<file path="src/rtl/odh_pkg.sv">
// shared types and constants for the orientation detector with hold
// no dependencies
package odh_pkg;

    localparam int AXIS_W  = 16;
    localparam int ROT_W   = AXIS_W + 1;
    localparam int THR_W   = 15;
    localparam int HOLD_W  = 24;
    localparam int TS_W    = 48;
    localparam int POSE_W  = 3;
    localparam int DATA_W  = 32;
    localparam int ADDR_W  = 4;
    localparam int QDEPTH  = 4;
    localparam int QPTR_W  = 2;

    localparam logic [THR_W-1:0]  ENTER_RESET = 15'd9830;
    localparam logic [THR_W-1:0]  FLAT_RESET  = 15'd13107;
    localparam logic [HOLD_W-1:0] HOLD_RESET  = 24'd500000;

    typedef enum logic [1:0] {
        REG_ENTER = 2'd0,
        REG_FLAT  = 2'd1,
        REG_HOLD  = 2'd2,
        REG_ROT   = 2'd3
    } reg_idx_t;

    typedef enum logic [1:0] {
        ROT_0   = 2'd0,
        ROT_90  = 2'd1,
        ROT_180 = 2'd2,
        ROT_270 = 2'd3
    } rot_t;

    typedef enum logic [POSE_W-1:0] {
        POSE_FLAT  = 3'd0,
        POSE_UP    = 3'd1,
        POSE_DOWN  = 3'd2,
        POSE_RIGHT = 3'd3,
        POSE_LEFT  = 3'd4
    } pose_t;

    typedef struct packed {
        logic [THR_W-1:0]  enter_threshold;
        logic [THR_W-1:0]  flat_threshold;
        logic [HOLD_W-1:0] hold_time_us;
        rot_t              mount_rotation;
    } cfg_t;

    typedef struct packed {
        pose_t           cls;
        logic [TS_W-1:0] ts;
    } entry_t;

    typedef struct packed {
        logic   valid;
        entry_t data;
    } push_t;

    typedef struct packed {
        logic   valid;
        entry_t data;
    } head_t;

endpackage

</file>
<file path="src/rtl/odh_front.sv">
// front stage: rotates x and y by the mount angle and classifies the sample
// depends on odh_pkg
module odh_front import odh_pkg::*;
(
    input  logic                     clk,
    input  logic                     rst_n,
    input  cfg_t                     cfg,
    input  logic                     in_valid,
    output logic                     in_stall,
    input  logic signed [AXIS_W-1:0] accel_x,
    input  logic signed [AXIS_W-1:0] accel_y,
    input  logic signed [AXIS_W-1:0] accel_z,
    input  logic [TS_W-1:0]          timestamp_us,
    output push_t                    push,
    input  logic                     q_full
);

    logic                    valid_reg;
    entry_t                  data_reg;
    logic                    load;
    logic signed [ROT_W-1:0] x17, y17, z17, az, sx, sy, en_pos, en_neg, flat17;
    pose_t                   cls;

    always_comb
    begin
        x17    = ROT_W'(accel_x);
        y17    = ROT_W'(accel_y);
        z17    = ROT_W'(accel_z);
        az     = z17[ROT_W-1] ? -z17 : z17;
        en_pos = signed'({2'b00, cfg.enter_threshold});
        en_neg = -en_pos;
        flat17 = signed'({2'b00, cfg.flat_threshold});
        case (cfg.mount_rotation)
            ROT_90:  begin sx = -y17; sy = x17;  end
            ROT_180: begin sx = -x17; sy = -y17; end
            ROT_270: begin sx = y17;  sy = -x17; end
            default: begin sx = x17;  sy = y17;  end
        endcase
        if (az > flat17)
            cls = POSE_FLAT;
        else if (sy > en_pos)
            cls = POSE_UP;
        else if (sy < en_neg)
            cls = POSE_DOWN;
        else if (sx > en_pos)
            cls = POSE_RIGHT;
        else if (sx < en_neg)
            cls = POSE_LEFT;
        else
            cls = POSE_FLAT;
    end

    // stage holds while the queue is full
    assign in_stall = valid_reg && q_full;
    assign load     = !in_stall;

    always_ff @(posedge clk or negedge rst_n)
    begin
        if (!rst_n)
            valid_reg <= 1'b0;
        else if (load)
            valid_reg <= in_valid;
    end

    always_ff @(posedge clk)
    begin
        if (load && in_valid)
        begin
            data_reg.cls <= cls;
            data_reg.ts  <= timestamp_us;
        end
    end

    assign push.valid = valid_reg && !q_full;
    assign push.data  = data_reg;

endmodule

</file>
<file path="src/rtl/odh_queue.sv">
// short queue of classified requests between front and back
// depends on odh_pkg
module odh_queue import odh_pkg::*;
(
    input  logic  clk,
    input  logic  rst_n,
    input  push_t push,
    output logic  full,
    output head_t head,
    input  logic  pop
);

    entry_t            mem_reg [QDEPTH];
    logic [QPTR_W-1:0] wr_ptr_reg, rd_ptr_reg;
    logic [QPTR_W:0]   count_reg;
    logic              do_pop;

    assign full       = (count_reg == (QPTR_W+1)'(QDEPTH));
    assign head.valid = (count_reg != '0);
    assign head.data  = mem_reg[rd_ptr_reg];
    assign do_pop     = pop && head.valid;

    always_ff @(posedge clk or negedge rst_n)
    begin
        if (!rst_n)
        begin
            wr_ptr_reg <= '0;
            rd_ptr_reg <= '0;
            count_reg  <= '0;
        end
        else
        begin
            if (push.valid)
                wr_ptr_reg <= wr_ptr_reg + 1'b1;
            if (do_pop)
                rd_ptr_reg <= rd_ptr_reg + 1'b1;
            case ({push.valid, do_pop})
                2'b10:   count_reg <= count_reg + 1'b1;
                2'b01:   count_reg <= count_reg - 1'b1;
                default: count_reg <= count_reg;
            endcase
        end
    end

    always_ff @(posedge clk)
    begin
        if (push.valid)
            mem_reg[wr_ptr_reg] <= push.data;
    end

endmodule

</file>
<file path="src/rtl/odh_back.sv">
// back stage: pending and adopted pose with hold timer, result register
// depends on odh_pkg
module odh_back import odh_pkg::*;
(
    input  logic                clk,
    input  logic                rst_n,
    input  logic [HOLD_W-1:0]   hold_time_us,
    input  head_t               head,
    output logic                pop,
    output logic                out_valid,
    input  logic                out_stall,
    output logic [POSE_W-1:0]   adopted_pose,
    output logic [POSE_W-1:0]   instant_pose
);

    pose_t           current_reg, current_next;
    pose_t           pending_reg, pending_next;
    logic [TS_W-1:0] since_reg, since_next;
    logic [TS_W-1:0] elapsed;
    logic            valid_reg;
    pose_t           adopted_reg, instant_reg;

    assign pop     = head.valid && (!valid_reg || !out_stall);
    assign elapsed = head.data.ts - since_reg;

    always_comb
    begin
        current_next = current_reg;
        pending_next = pending_reg;
        since_next   = since_reg;
        if (head.data.cls == POSE_FLAT)
        begin
            pending_next = current_reg;
            since_next   = head.data.ts;
        end
        else if (head.data.cls != pending_reg)
        begin
            pending_next = head.data.cls;
            since_next   = head.data.ts;
        end
        else if (head.data.cls != current_reg
                 && elapsed >= TS_W'(hold_time_us))
        begin
            current_next = head.data.cls;
        end
    end

    always_ff @(posedge clk or negedge rst_n)
    begin
        if (!rst_n)
        begin
            current_reg <= POSE_FLAT;
            pending_reg <= POSE_FLAT;
            since_reg   <= '0;
            valid_reg   <= 1'b0;
        end
        else
        begin
            if (pop)
            begin
                current_reg <= current_next;
                pending_reg <= pending_next;
                since_reg   <= since_next;
                valid_reg   <= 1'b1;
            end
            else if (!out_stall)
                valid_reg <= 1'b0;
        end
    end

    always_ff @(posedge clk)
    begin
        if (pop)
        begin
            adopted_reg <= current_next;
            instant_reg <= head.data.cls;
        end
    end

    assign out_valid    = valid_reg;
    assign adopted_pose = adopted_reg;
    assign instant_pose = instant_reg;

endmodule

</file>
<file path="src/rtl/orientation_detector_with_hold_core.sv">
// top level of the orientation detector with hold: register file and stages
// depends on odh_pkg, odh_front, odh_queue, odh_back
//
// Takes one accelerometer request per cycle while not stalled and returns one
// result per request, in order, with the adopted pose and the class of that
// sample alone. A request passes, in order, one front register, a four-entry
// queue and the result register; while nothing stalls, the sustained rate is
// one request per cycle. Registers sit at byte addresses 0 (enter threshold),
// 4 (flat threshold), 8 (hold time in microseconds) and 12 (mount rotation)
// and should be written only while no request is in flight.
module orientation_detector_with_hold_core import odh_pkg::*;
(
    input  logic                     clk,
    input  logic                     rst_n,
    input  logic                     psel,
    input  logic                     penable,
    input  logic                     pwrite,
    input  logic [ADDR_W-1:0]        paddr,
    input  logic [DATA_W-1:0]        pwdata,
    output logic [DATA_W-1:0]        prdata,
    output logic                     pready,
    input  logic                     in_valid,
    output logic                     in_stall,
    input  logic signed [AXIS_W-1:0] accel_x,
    input  logic signed [AXIS_W-1:0] accel_y,
    input  logic signed [AXIS_W-1:0] accel_z,
    input  logic [TS_W-1:0]          timestamp_us,
    output logic                     out_valid,
    input  logic                     out_stall,
    output logic [POSE_W-1:0]        adopted_pose,
    output logic [POSE_W-1:0]        instant_pose
);

    cfg_t     cfg_reg;
    reg_idx_t idx;
    logic     wr_en;
    push_t    push;
    head_t    head;
    logic     q_full;
    logic     pop;

    assign pready = 1'b1;
    assign idx    = reg_idx_t'(paddr[ADDR_W-1:2]);
    assign wr_en  = psel && penable && pwrite;

    always_ff @(posedge clk or negedge rst_n)
    begin
        if (!rst_n)
        begin
            cfg_reg.enter_threshold <= ENTER_RESET;
            cfg_reg.flat_threshold  <= FLAT_RESET;
            cfg_reg.hold_time_us    <= HOLD_RESET;
            cfg_reg.mount_rotation  <= ROT_0;
        end
        else if (wr_en)
        begin
            case (idx)
                REG_ENTER: cfg_reg.enter_threshold <= pwdata[THR_W-1:0];
                REG_FLAT:  cfg_reg.flat_threshold  <= pwdata[THR_W-1:0];
                REG_HOLD:  cfg_reg.hold_time_us    <= pwdata[HOLD_W-1:0];
                REG_ROT:   cfg_reg.mount_rotation  <= rot_t'(pwdata[1:0]);
                default:   cfg_reg.mount_rotation  <= cfg_reg.mount_rotation;
            endcase
        end
    end

    always_comb
    begin
        case (idx)
            REG_ENTER: prdata = DATA_W'(cfg_reg.enter_threshold);
            REG_FLAT:  prdata = DATA_W'(cfg_reg.flat_threshold);
            REG_HOLD:  prdata = DATA_W'(cfg_reg.hold_time_us);
            REG_ROT:   prdata = DATA_W'(cfg_reg.mount_rotation);
            default:   prdata = '0;
        endcase
    end

    odh_front u_front (
        .clk          (clk),
        .rst_n        (rst_n),
        .cfg          (cfg_reg),
        .in_valid     (in_valid),
        .in_stall     (in_stall),
        .accel_x      (accel_x),
        .accel_y      (accel_y),
        .accel_z      (accel_z),
        .timestamp_us (timestamp_us),
        .push         (push),
        .q_full       (q_full)
    );

    odh_queue u_queue (
        .clk   (clk),
        .rst_n (rst_n),
        .push  (push),
        .full  (q_full),
        .head  (head),
        .pop   (pop)
    );

    odh_back u_back (
        .clk          (clk),
        .rst_n        (rst_n),
        .hold_time_us (cfg_reg.hold_time_us),
        .head         (head),
        .pop          (pop),
        .out_valid    (out_valid),
        .out_stall    (out_stall),
        .adopted_pose (adopted_pose),
        .instant_pose (instant_pose)
    );

endmodule
</file>
<file path="config.mk">
export PLATFORM = sky130hd
export DESIGN_NAME = orientation_detector_with_hold_core
export DESIGN_NICKNAME = d
export VERILOG_FILES = /design/src/rtl/odh_pkg.sv /design/src/rtl/odh_front.sv /design/src/rtl/odh_queue.sv /design/src/rtl/odh_back.sv /design/src/rtl/orientation_detector_with_hold_core.sv
export SDC_FILE = /design/constraint.sdc
export NUM_CORES = 1
export LEC_CHECK = 0
export BUFFER_PORTS_ARGS = -buffer_cell sky130_fd_sc_hd__buf_2
export CORE_ASPECT_RATIO = 1.25
export CORE_MARGIN = 8
export CORE_UTILIZATION = 61
export CTS_CLUSTER_SIZE = 16
export DETAILED_ROUTE_END_ITERATION = 16
export GPL_TIMING_DRIVEN = 1
export PLACE_DENSITY = 0.85
export SLEW_MARGIN = 10
export SYNTH_ARGS = -nofsm -noshare
export SYNTH_HDL_FRONTEND = slang
export SYNTH_SLANG_ARGS = --single-unit
</file>
<file path="constraint.sdc">
create_clock -name clk -period 8.1 [get_ports clk]
set_clock_uncertainty 0.15 [all_clocks]
set_input_delay 0 -clock clk [delete_from_list [all_inputs] [get_ports clk]]
set_output_delay 0 -clock clk [all_outputs]
set_load 0.1 [all_outputs]
</file>
==> run_results.csv, run 1 <==
group,metric,value,unit
hold_path,whs_endpoint,"u_front.push[47]",
logic_synthesis,ys_top_cells_by_area,"edfxtp_1 (36%), dfrtp_1 (11%), ha_1 (9.0%)",
final_layout,drive_above_1_share,17.4,%
clocking,clock_path_buffers,3,
logic_synthesis,synth_area,22000,sq um
global_route,gr-total-overflow,0,
hold_path,holdCritStartpoint,"timestamp_us[47]",
outcome,status,"finished, final reports clean",
logic_synthesis,syn-instance-count,1951,
logic_synthesis,synth_top_area_cell,"edfxtp_1",
timing,slew_headroom,23.9,%
worst_setup_path,critical_path.startpoint_type,"register",
timing,finalSetupTns,0,ns
worst_setup_path,ff2ff_setup_slack,0.80,ns
floorplanning,num_rows,77,
routing,vias,17202,
worst_setup_path,worst-path-max-fanout,30,
placed_design,port_buffers,160,
routing,drt_wl_total,62.3,mm
worst_setup_path,required,8.24,ns
floorplanning,die-area,42400,sq um
clocking,cts_num_sinks,380,
timing,maxSlewViolCount,0,
worst_setup_path,worstSetupPathType,"register to register",
global_route,grt_max_degree,100,
floorplanning,die_w,186,microns
logic_synthesis,ys.flop_type,"edfxtp_1",
logic_synthesis,ys_warn_count,0,
worst_setup_path,r2r-start,"u_queue.rd_ptr_reg[0]",
clocking,h-tree-depth,2,
routing,dr.first_iter.drc_count,1412,
routing,drc,0,
final_layout,area_delta_synth_final,15.7,%
logic_synthesis,async_reset_ff_share,31.3,%
run,cap_violations,0,
worst_setup_path,r2r_cells,22,
timing,tightest_slew,1.14,ns
timing,rsz0062_at_grt,"false",
power_and_ir_drop,ir_drop,0.297,mV
logic_synthesis,ys_seq_elements,380,
power_and_ir_drop,leakagePower,0.0101,uW
power_and_ir_drop,p_per_area,454,nW/um^2
logic_synthesis,ys_seq_area_share,49.3,%
clocking,root_buffer,"clkbuf_16",
routing,avgRoutedWirePerCell,23.2,microns
clocking,cts_tree,"yes",
routing,avgViaCountPerCell,6.41,
timing,min_period_over_period,90.1,%
hold_path,min_path_cells,2,
floorplanning,core-area,35500,sq um
floorplanning,io_pins,180,
placed_design,gpl.final_weighted_congestion,0.903,
global_route,track_usage,29.1,%
hold_path,hp-class,"input port to register",
timing,hold_ws,0.0166,ns
worst_setup_path,cp-end-kind,"register",
clocking,insertion_delay,0.55,ns
clocking,clk_pin_slew,0.07,ns
routing,ant_nets,0,
timing,finalHoldViolations,0,
power_and_ir_drop,finalPower,11500,uW
timing,finalSetupViolCount,0,
logic_synthesis,synth_edf_count,261,
floorplanning,die_h,228,microns
routing,first_pass_iters,6,
global_route,grt_pass1_wl,96.3,mm
placed_design,dp_hpwl,40.6,mm
worst_setup_path,critPathArrivalTime,7.44,ns
logic_synthesis,synth_top_area_share,35.6,%
timing,fmax,137,MHz
logic_synthesis,synthDistinctLibCells,88,
timing,period_needed,7.30,ns
global_route,antenna_found_initial,1,
global_route,grt_pass1_vias,17487,
final_layout,finalNetCount,2480,
floorplanning,start_util,62.0,%
worst_setup_path,timing.rr.end,"u_back.adopted_pose[1]",
logic_synthesis,syn_area_per_cell,11.3,sq um
final_layout,largest_register_ffs,204,
clocking,numCtsBuffers,37,
==> cell usage in the layout (no fill, tap or decap), drive strengths merged, types with 13 or more instances in the layout <==
cell type / count
and3: 16
a21o: 21
dfrtp: 97
dfstp: 22
and2: 18
nand4: 37
nor4: 13
nor2: 88
ha: 158
a21oi: 110
mux4: 67
dlygate4sd3: 105
o21a: 35
xor2: 22
inv: 138
edfxtp: 261
buf: 176
clkbuf: 47
o21ai: 181
a211oi: 22
nor2b: 18
or3: 22
nand3: 24
xnor2: 52
mux2: 30
mux2i: 20
nand2: 185
nor3: 34
o31ai: 14
==> worst max-delay path, cell delays in order (launching register included) <==
cell and delay [ns]:
dfrtp_4 0.81, mux4_2 0.64, inv_1 0.12, ha_1 0.18, inv_1 0.06, fa_1 0.40, a21o_1 0.20, a221o_1 0.42
a211o_1 0.31, o21ai_1 0.31, xnor2_1 0.17, ha_1 0.26, a21oi_1 0.13, nor2b_1 0.07, a311oi_1 0.25, o2111ai_1 0.14
nor4_1 0.20, o2111ai_1 0.15, or4_1 0.52, nor4_1 0.37, nand4_1 0.41, o31a_4 0.46, mux2_4 0.30
==> cell usage after synthesis (21+ instances only) <==
cell and instances:
a21o_1 21, mux2_2 26, mux4_2 67, inv_1 134
o21a_1 35, ha_1 158, nor3_1 33, dfstp_2 22
nand4_1 35, o21ai_0 169, clkbuf_1 69, or3_1 22
xor2_1 22, dfrtp_1 97, nor2_1 88, edfxtp_1 261
xnor2_1 52, a21oi_1 109, nand3_1 24, nand2_1 184
==> through the flow <==
stage / utilization, % / std cells / area (sq um) / setup WS (ns)
final: 71.8 / 2683 / 25400 / 0.799
after global routing: 71.8 / 2683 / 25400 / 0.523
after CTS: 71.8 / 2682 / 25400 / 0.943
after detailed placement: 65.3 / 2510 / 23100 / 1.02
after global placement: 65.3 / 2510 / 23100 / 1.13
after floorplan: - / 1958 / 22000 / 1.17
==> area by class of cell <==
class | instances | area (sq um)
multi-input cells | 1346 | 10300
clock buffers | 47 | 993
flip-flops and latches | 380 | 10800
repair buffers | 281 | 1990
well taps | 474 | 593
clock inverters | 19 | 224
diodes | 1 | 2.50
fillers | 2267 | 10000
inverters | 135 | 507
==> power by group <==
group          total (uW)  internal, uW  switching, uW
registers            3040          2710            334
clock network        1760           981            776
logic                6740          2520           4220
==> metal layers <==
metal / track usage [%] / vias up / routed length (microns)
met4: 11.5 / 0 / 2680
met2: 51.7 / 908 / 32400
met1: 34.1 / 8400 / 22800
li1: - / 7710 / -
met5: 0 / - / 0
met3: 5.15 / 184 / 4440
==> logic make-up (layout without fill, tap and decap cells) <==
family,after synthesis,count (layout),synth area share (%)
compound gates,479,479,13.6
xor+xnor,74,74,2.95
fa+ha+maj,160,160,9.17
buf+inv,232,482,4.19
flops,380,380,49.3
mux,117,117,9.36
other cells,2,10,0.0342
simple gates,507,507,11.4
==> timing repair <==
item | in CTS | in global routing
setup endpoints to repair | 0 | 0
gates resized for setup | 0 | 0
setup buffers | 0 | 0
endpoints found under the hold margin | 156 | 0
hold buffers | 106 | 0
==> how the worst max path moves through the flow <==
| stage | to | slack, ns | start | depth (start not counted) |
|---|---|---|---|---|
| global route | u_back.adopted_pose[1] | 0.52 | u_queue.rd_ptr_reg[0] | 22 |
| floorplan | u_back.adopted_pose[0] | 1.17 | u_queue.rd_ptr_reg[0] | 22 |
| finish | u_back.adopted_pose[1] | 0.80 | u_queue.rd_ptr_reg[0] | 22 |
| CTS | u_back.adopted_pose[1] | 0.94 | u_queue.rd_ptr_reg[0] | 22 |
| global placement | u_back.adopted_pose[2] | 1.13 | u_queue.rd_ptr_reg[0] | 22 |
| detailed placement | u_back.adopted_pose[1] | 1.02 | u_queue.rd_ptr_reg[0] | 22 |
No activity file was read; power rests on OpenSTA's default activity.
==> run 2: changes to the inputs <==
Settings changed: ABC_AREA from default to 1, PLACE_DENSITY 0.85 to 0.81.
==> run 2 against run 1 <==
  * The run now ends with hold timing left
  * Area after synthesis rose by 4.0%
  * Critical path depth rose by 4
  * Maximum frequency rose by 28%
  * Die area rose by 3.7%
  * Global-route usage barely moved
  * Register-to-register slack improved by 1.6 ns
  * Sequential share of layout area fell by 1.0 points
  * Hold slack got worse by 0.030 ns
  * Design area rose by 2.4%
  * Sequential cell count did not move
  * Routed wire length rose by 4.9%
  * Via count rose by 14%
  * Critical endpoint unchanged
==> run_results.csv, run 2 <==
group,metric,value,unit
final_layout,mostFrequentLayoutCells,"nand2_1 (640), inv_1 (399), edfxtp_1 (261), nor2_1 (259), o21ai_0 (249)",
final_layout,fillers,2836,
logic_synthesis,async_reset_ff_share,31.3,%
logic_synthesis,syn-instance-count,2729,
floorplanning,start_util,61.7,%
logic_synthesis,synth_top_area_share,34.3,%
outcome,status,"complete, but fails checks",
final_layout,finalNetCount,3246,
logic_synthesis,ys_warn_count,0,
worst_setup_path,r2r_cells,26,
timing,finalSetupTns,0,ns
worst_setup_path,cp-end-kind,"register",
worst_setup_path,cp_slowest_cell,"inv_2",
final_layout,drive_above_1_share,10.6,%
placed_design,port_buffers,160,
floorplanning,io_pins,180,
routing,ant_nets,0,
timing,finalSetupViolCount,0,
timing,min_period_over_period,70.5,%
outcome,violations,"hold timing",
logic_synthesis,syn_area_per_cell,8.38,sq um
worst_setup_path,timing.rr.end,"u_back.adopted_pose[1]",
global_route,antenna_found_initial,0,
floorplanning,die_h,233,microns
logic_synthesis,synth_area,22900,sq um
logic_synthesis,yosysMostFrequentCell,"nand2_1",
clocking,numCtsBuffers,36,
worst_setup_path,critPathBufInv,3,
placed_design,dp_hpwl,47.0,mm
routing,drt_wl_total,65.3,mm
final_layout,seqCellArea,10800,sq um
run,cap_violations,0,
worst_setup_path,critical_path.startpoint_type,"register",
clocking,root_buffer,"clkbuf_16",
placed_design,gpl.final_weighted_congestion,0.947,
clocking,h-tree-depth,2,
worst_setup_path,ff2ff_setup_slack,2.39,ns
final_layout,layout_commonest_cell,"nand2_1",
hold_path,hp-class,"input port to async pin",
global_route,track_usage,29.1,%
timing,rsz0062_at_grt,"false",
worst_setup_path,critPathArrivalTime,5.85,ns
worst_setup_path,worst-path-max-fanout,60,
clocking,postCtsSetupBuffers,0,
floorplanning,core-area,37100,sq um
logic_synthesis,ys_seq_area_share,47.4,%
worst_setup_path,r2r-start,"u_queue.rd_ptr_reg[0]",
worst_setup_path,worstSetupPathType,"register to register",
floorplanning,num_rows,79,
routing,vias,19638,
timing,maxSlewViolCount,0,
final_layout,multi_input_area,10200,sq um
timing,tightest_slew,1.14,ns
clocking,cts_num_sinks,380,
logic_synthesis,ys_top_cells_by_area,"edfxtp_1 (34%), dfrtp_1 (11%), nand2_1 (10%)",
global_route,gr-total-overflow,0,
routing,first_pass_iters,7,
worst_setup_path,critical_path.top_delay_family,"simple AND/OR/NAND/NOR gates",
logic_synthesis,synthDistinctLibCells,56,
timing,fmax,175,MHz
worst_setup_path,required,8.24,ns
global_route,grt_max_degree,104,
routing,avgRoutedWirePerCell,18.9,microns
timing,period_needed,5.71,ns
logic_synthesis,ys.flop_type,"edfxtp_1",
timing,slew_headroom,23.8,%
clocking,clock_path_buffers,3,
worst_setup_path,crit_top_cell,"nand2_1",
timing,hold_ws,-0.0131,ns
clocking,insertion_delay,0.54,ns
global_route,grt_pass1_wl,102,mm
timing,finalHoldViolations,5,
logic_synthesis,synth_commonest_cells,"nand2_1 (640), inv_1 (401), nor2_1 (263)",
floorplanning,die-area,44000,sq um
routing,dr.first_iter.drc_count,1492,
routing,avgViaCountPerCell,5.67,
clocking,clk_pin_slew,0.07,ns
final_layout,area_delta_synth_final,13.9,%
logic_synthesis,synth_top_area_cell,"edfxtp_1",
logic_synthesis,synth_edf_count,261,
routing,drc,0,
logic_synthesis,ys_seq_elements,380,
global_route,grt_pass1_vias,19762,
clocking,cts_tree,"yes",
floorplanning,die_w,189,microns
worst_setup_path,critPathMaxStageDelay,0.73,ns
final_layout,largest_register_ffs,204,
## run 2: routing by layer
| layer | track usage, % | vias up | routed length, microns | share of wire, % |
|---|---|---|---|---|
| li1 | - | 9455 | - | - |
| met1 | 32.6 | 9250 | 24300 | 37 |
| met2 | 54.3 | 762 | 34700 | 53 |
| met3 | 3.22 | 171 | 3270 | 5.0 |
| met4 | 14.1 | 0 | 3070 | 4.7 |
| met5 | 0 | - | 0 | 0 |
## run 2: worst max-delay path by stage
stage | start | endpoint | slack (ns) | depth (start not counted)
6_report | u_queue.rd_ptr_reg[0] | u_back.adopted_pose[1] | 2.39 | 26
5_1_grt | u_queue.rd_ptr_reg[0] | u_back.adopted_pose[0] | 2.10 | 26
4_1_cts | u_queue.rd_ptr_reg[0] | u_back.adopted_pose[1] | 2.43 | 26
3_5_place_dp | u_queue.rd_ptr_reg[0] | u_back.adopted_pose[1] | 2.48 | 26
3_3_place_gp | u_queue.rd_ptr_reg[0] | u_back.adopted_pose[1] | 2.57 | 26
2_1_floorplan | u_queue.rd_ptr_reg[0] | u_back.adopted_pose[0] | 3.85 | 29
## run 2: worst register-to-register path, cell delays in order, from the launching register on
cell and delay (ns):
dfrtp_2 0.41, inv_2 0.73, buf_4 0.54, o21ai_0 0.19, o22ai_1 0.29, ha_1 0.36
nand2_1 0.10, nand2_1 0.10, a21oi_1 0.23, nand2_1 0.14, a21oi_1 0.13, nand2_1 0.12
xor2_1 0.17, ha_1 0.30, nand2_1 0.09, inv_1 0.05, nand4_1 0.08, o211ai_1 0.09
a21oi_1 0.13, nand2_1 0.06, nor2_1 0.19, nand4_1 0.15, nor2_2 0.13, nand2_2 0.19
nand2_2 0.14, nand2_1 0.07, and2_1 0.15
## run 2: area by class of cell
| type | instances | area share (%) |
|---|---|---|
| sequential | 380 | 41.6 |
| multi-input combinational | 1854 | 39.0 |
| timing repair buffer | 251 | 6.46 |
| inverter | 424 | 6.11 |
| clock buffer | 47 | 3.69 |
| tap | 486 | 2.33 |
| clock inverter | 19 | 0.792 |
| antenna | 1 | 0.00961 |
## run 2: cell families (layout without fill, tap and decap cells)
| family | Yosys count | count (layout) | share of synthesized area, % |
|---|---|---|---|
| xor gates and xnor gates | 79 | 79 | 3.02 |
| AOI/OAI and AO/OA | 494 | 494 | 12.0 |
| and+or+nand+nor | 1112 | 1112 | 20.3 |
| adders and majority gates | 160 | 160 | 8.82 |
| DFF | 380 | 380 | 47.4 |
| other | 2 | 10 | 0.0328 |
| buffers and inverters | 502 | 741 | 8.49 |
## run 2: through the flow
stage               area, sq um  hold WS [ns]  std cells  setup WS [ns]  utilization [%]
floorplan                 22900        -0.446       2736           3.85                -
global placement          24100        0.0145       3316           2.57             65.0
detailed placement        24100        0.0281       3316           2.48             65.0
CTS                       26000       0.00160       3461           2.43             70.3
global route              26100        0.0191       3461           2.10             70.3
finish                    26100       -0.0131       3462           2.39             70.3
## run 2: timing repair
item | 4_1_cts | 5_1_grt
hold buffers | 79 | 0
gates resized for setup | 0 | 0
hold endpoints to repair | 177 | 0
Power of run 2 is left out: the tool's default activity adds up to more than one toggle a clock period on the data nets, which glitch-free logic cannot reach.
